==> config.mk <==
export PLATFORM = sky130hd
export DESIGN_NAME = tsf_ram
export DESIGN_NICKNAME = d
export VERILOG_FILES = /design/src/rtl/core/tsf_ram.sv
export SDC_FILE = /design/constraint.sdc
export NUM_CORES = 2
export LEC_CHECK = 0
export BUFFER_PORTS_ARGS = -buffer_cell sky130_fd_sc_hd__buf_4
export CORE_ASPECT_RATIO = 0.8
export CORE_UTILIZATION = 50
export CTS_BUF_LIST = sky130_fd_sc_hd__clkbuf_4 sky130_fd_sc_hd__clkbuf_8
export CTS_CLUSTER_SIZE = 20
export DETAILED_ROUTE_END_ITERATION = 6
export HOLD_SLACK_MARGIN = 0.15
export PLACE_DENSITY_LB_ADDON = 0.15
export SLEW_MARGIN = 40
export SYNTH_ARGS = -nofsm -noshare
export SYNTH_HDL_FRONTEND = slang
export SYNTH_SLANG_ARGS = --single-unit
==> constraint.sdc <==
create_clock -name clk -period 2.9 [get_ports clk]
set_input_delay 0.725 -clock clk [delete_from_list [all_inputs] [get_ports clk]]
set_output_delay 0.725 -clock clk [all_outputs]
set_load 0.1 [all_outputs]
==> src/rtl/core/tsf_ram.sv <==
`timescale 1ns / 1ps
`default_nettype none

module tsf_ram #(
    parameter int WIDTH = 8,
    parameter int DEPTH = 256
) (
    input  wire logic                     clk,
    input  wire logic                     we,
    input  wire logic [$clog2(DEPTH)-1:0] waddr,
    input  wire logic [WIDTH-1:0]         wdata,
    input  wire logic                     re,
    input  wire logic [$clog2(DEPTH)-1:0] raddr,
    output logic      [WIDTH-1:0]         rdata
);

    logic [WIDTH-1:0] mem [DEPTH];

    always_ff @(posedge clk)
    begin
        if (we)
        begin
            mem[waddr] <= wdata;
        end
        if (re)
        begin
            rdata <= mem[raddr];
        end
    end

endmodule

`default_nettype wire

==> results.md <==
* Gate power share at 6.0%
* CP Capture Type: flip-flop
* FFs w/ async S/R, synth at 0%
* Top cells by count, synth: 2056 x edfxtp_1, 454 x mux4_2, 282 x nor2_1, 134 x mux2i_1, 133 x a22oi_1
* Die Height at 359.0 um
* Largest net degree at the start of global routing at 112
* Top cell by count, worst path: buf_4
* Area leader, netlist: edfxtp_1
* YS warnings at 0
* Critical path, cell by cell: buf_8 -> buf_12 -> buf_4 -> mux4_2 -> a221oi_1 -> buf_4 -> o32ai_1 -> nor3_1 -> nor4_1
* Initial Utilization at 50.53%
* Top-count cell post-synth: edfxtp_1
* Sw Ratio at 22.10%
* Pleak at 30.62 nW
* # Max-Cap Violations at 0
* Post-detail-place hpwl at 134.0 mm
* Reg2Reg Capture Point: rdata[3]
* CTS tree: done
* Startpoint types: input pin
* Hold Vio Cnt, Final at 0
* Mapped Area at 79640 sq um
* IO buf count at 34
* Hold Path Class: input pin to flip-flop
* Net count, final at 4606
* Pwr Density at 638.0 nW/um^2
* Worst-margin pin slew at 839.9 ps
* Hold depth at 3
* Total core area at 157600 sq um
* Number of global-route vias before repair at 41620
* RSZ-0062 raised after global routing: false
* Layout area overhead at 17.68%
* Sum Neg Setup Slack at 0 ps
* Worst path max stage delay at 660 ps
* Drt via density at 6.031
* Clock Tree Buf Depth at 4
* Sequential area share after synthesis at 77.53%
* Synth area leaders: edfxtp_1 78%, mux4_2 13%, mux2i_1 1.7%
* Row count at 130
* Crit-path slowest cell: nor3_1
* Synth Register Bits at 2056
* Min-Delay Endpoint: mem[249][1]
* Number of distinct library cells after synthesis at 54
* Normalized max-slew margin at 43.57%
* Final Skew at 60.77 ps
* Routed wire length at 208.0 mm
* Clock Power Share at 39.1%
* DRT Pass-1 Iters at 6
* Maximum VDD drop at 0.4197 mV
* Mapped Cells at 3733
* Post-DRT Antenna Nets at 0
* Fmax at 366.9 MHz
* Critical path buffers and inverters at 4
* Reg2Reg Depth at 7
* Crit Path Class: input pin to flip-flop
* Vias at 41740
* Post-CTS sizing at 0
* Initial antenna violation count at 13
* Hold_sp: waddr[4]
* Part of the cycle the worst path needs at 93.99%
* Post-synth EDFFs at 2056
* # fillers at 11480
* Drt wl/cell at 30.05 um
* Synth Net Count at 3760
* Outcome: finished clean
* First-pass GRT wire length at 298.0 mm
* DRC at 0
* Final setup viols at 0
* TritonCTS sink count at 2056
* Non-filler instance count after layout at 6921
* Chip width at 448.2 um
* Placer congestion estimate at 0.8643
* GRT Util Overall at 26.02%
* Critical Path AT at 3450 ps
* Drt initial violations at 5005
* Mean post-synth cell area at 21.33 sq um
* DP Worst Slack at -796.1 ps
* Die ar. at 160900 sq um
* H-tree depth at 5
* Power, Total at 59.80 mW
* GRT overflow at 0
* Top_reg_cell synth: edfxtp_1
* Clock transition at the registers of the reported paths at 60 ps
* Fraction of layout cells with a size suffix above 1 at 35.13%
* Delay-heaviest family, CP: buffers and inverters
* Fin crit period at 2726 ps
* Worst-Skew Late Latency at 1030 ps
* TritonCTS buffer count at 328
* R2R Path Start: mem[211][3]
* Pins Over Slew Limit at 0
* Root buffer cell: clkbuf_8
* I/O Pins at 35
* NetSw at 13.22 mW
* P_int at 46.58 mW
* Sequential power share at 54.9%
* Worst Path Max Fanout at 18
* Fin worst setup slack at 174.3 ps
* Share of the synthesized area in the top cell type at 77.53%
* Required @ worst endpoint at 3620 ps
* DP Cell Count at 6352
* R2R setup slack at 220 ps
-- metal layers --
layer,GRT usage [%],routed length (um),up-vias
li1,-,-,17420
met2,37.61,94050,2062
met5,0,14,-
met1,39.58,88230,21920
met3,6.106,20290,338
met4,7.709,5369,2
-- logic make-up (layout without fill, tap and decap cells) --
logic type      after synthesis  in the layout  share of synthesized area, %
compound gates              385            385                         3.416
other cells                   0              9                             0
mux                         591            591                         14.60
simple gates                466            466                         2.625
flops                      2056           2056                         77.53
buf+inv                     235           1302                         1.829
-- worst max path at each step --
stage	to	slack, ps	cells past startpoint	from
2_1_floorplan	rdata[2]	100	9	raddr[0]
3_3_place_gp	rdata[1]	-970	8	raddr[0]
3_5_place_dp	rdata[0]	-800	10	raddr[0]
4_1_cts	rdata[1]	150	1	rdata[1]
5_1_grt	rdata[3]	120	9	raddr[0]
6_report	rdata[3]	170	9	raddr[0]
-- final cells by class --
type	count	area, sq um	share of cell area [%]
antenna	9	22.52	0.02403
clock inverter	124	681.9	0.7276
timing repair buffer	749	6797	7.252
multi-input combinational	1442	16530	17.63
sequential	2056	61740	65.88
inverter	2	7.507	0.008010
clock buffer	427	5301	5.657
tap	2112	2643	2.820
-- tightest hold or removal path, cell delays in order --
cell and delay (ps):
buf_4 140, nand4_1 150, nor2_2 160
-- sequential cells by signal, indices dropped and copies added, names as in the netlist --
name	cells
mem	2048
rdata	8
-- cells in the final DEF, fill, tap and decap left out, types with 31 or more instances in the layout --
cell type     n
edfxtp_1   2056
buf_4       644
mux4_2      454
clkbuf_8    335
nor2_1      273
mux2i_1     134
a22oi_1     133
a21oi_1      95
clkbuf_4     92
clkinv_1     90
buf_12       86
o221ai_1     46
nand2_1      33
nand3_1      31
-- power by group through the flow --
stage | Combinational [mW] | Clock, mW | Sequential, mW
floorplan | 1.59 | 0 | 33.5
global route | 3.77 | 25.0 | 32.8
CTS | 3.61 | 23.8 | 32.8
detailed placement | 3.59 | 0 | 33.4
finish | 3.60 | 23.4 | 32.8
global placement | 3.56 | 0 | 33.4
-- through the flow --
step	cell area [sq um]	hold slack, ps	util [%]
finish	93720	353.2	59.46
CTS	93690	284.0	59.44
floorplan	79640	823.9	-
global route	93710	334.3	59.46
detailed placement	87610	1067	55.59
global placement	87600	1052	55.58
-- timing repair --
item                       CTS  global route
setup endpoints to repair    0             0
setup buffers                0             0
hold buffers                 9             0
hold endpoints to repair   214             0
Power figures use the tool's default switching activity.
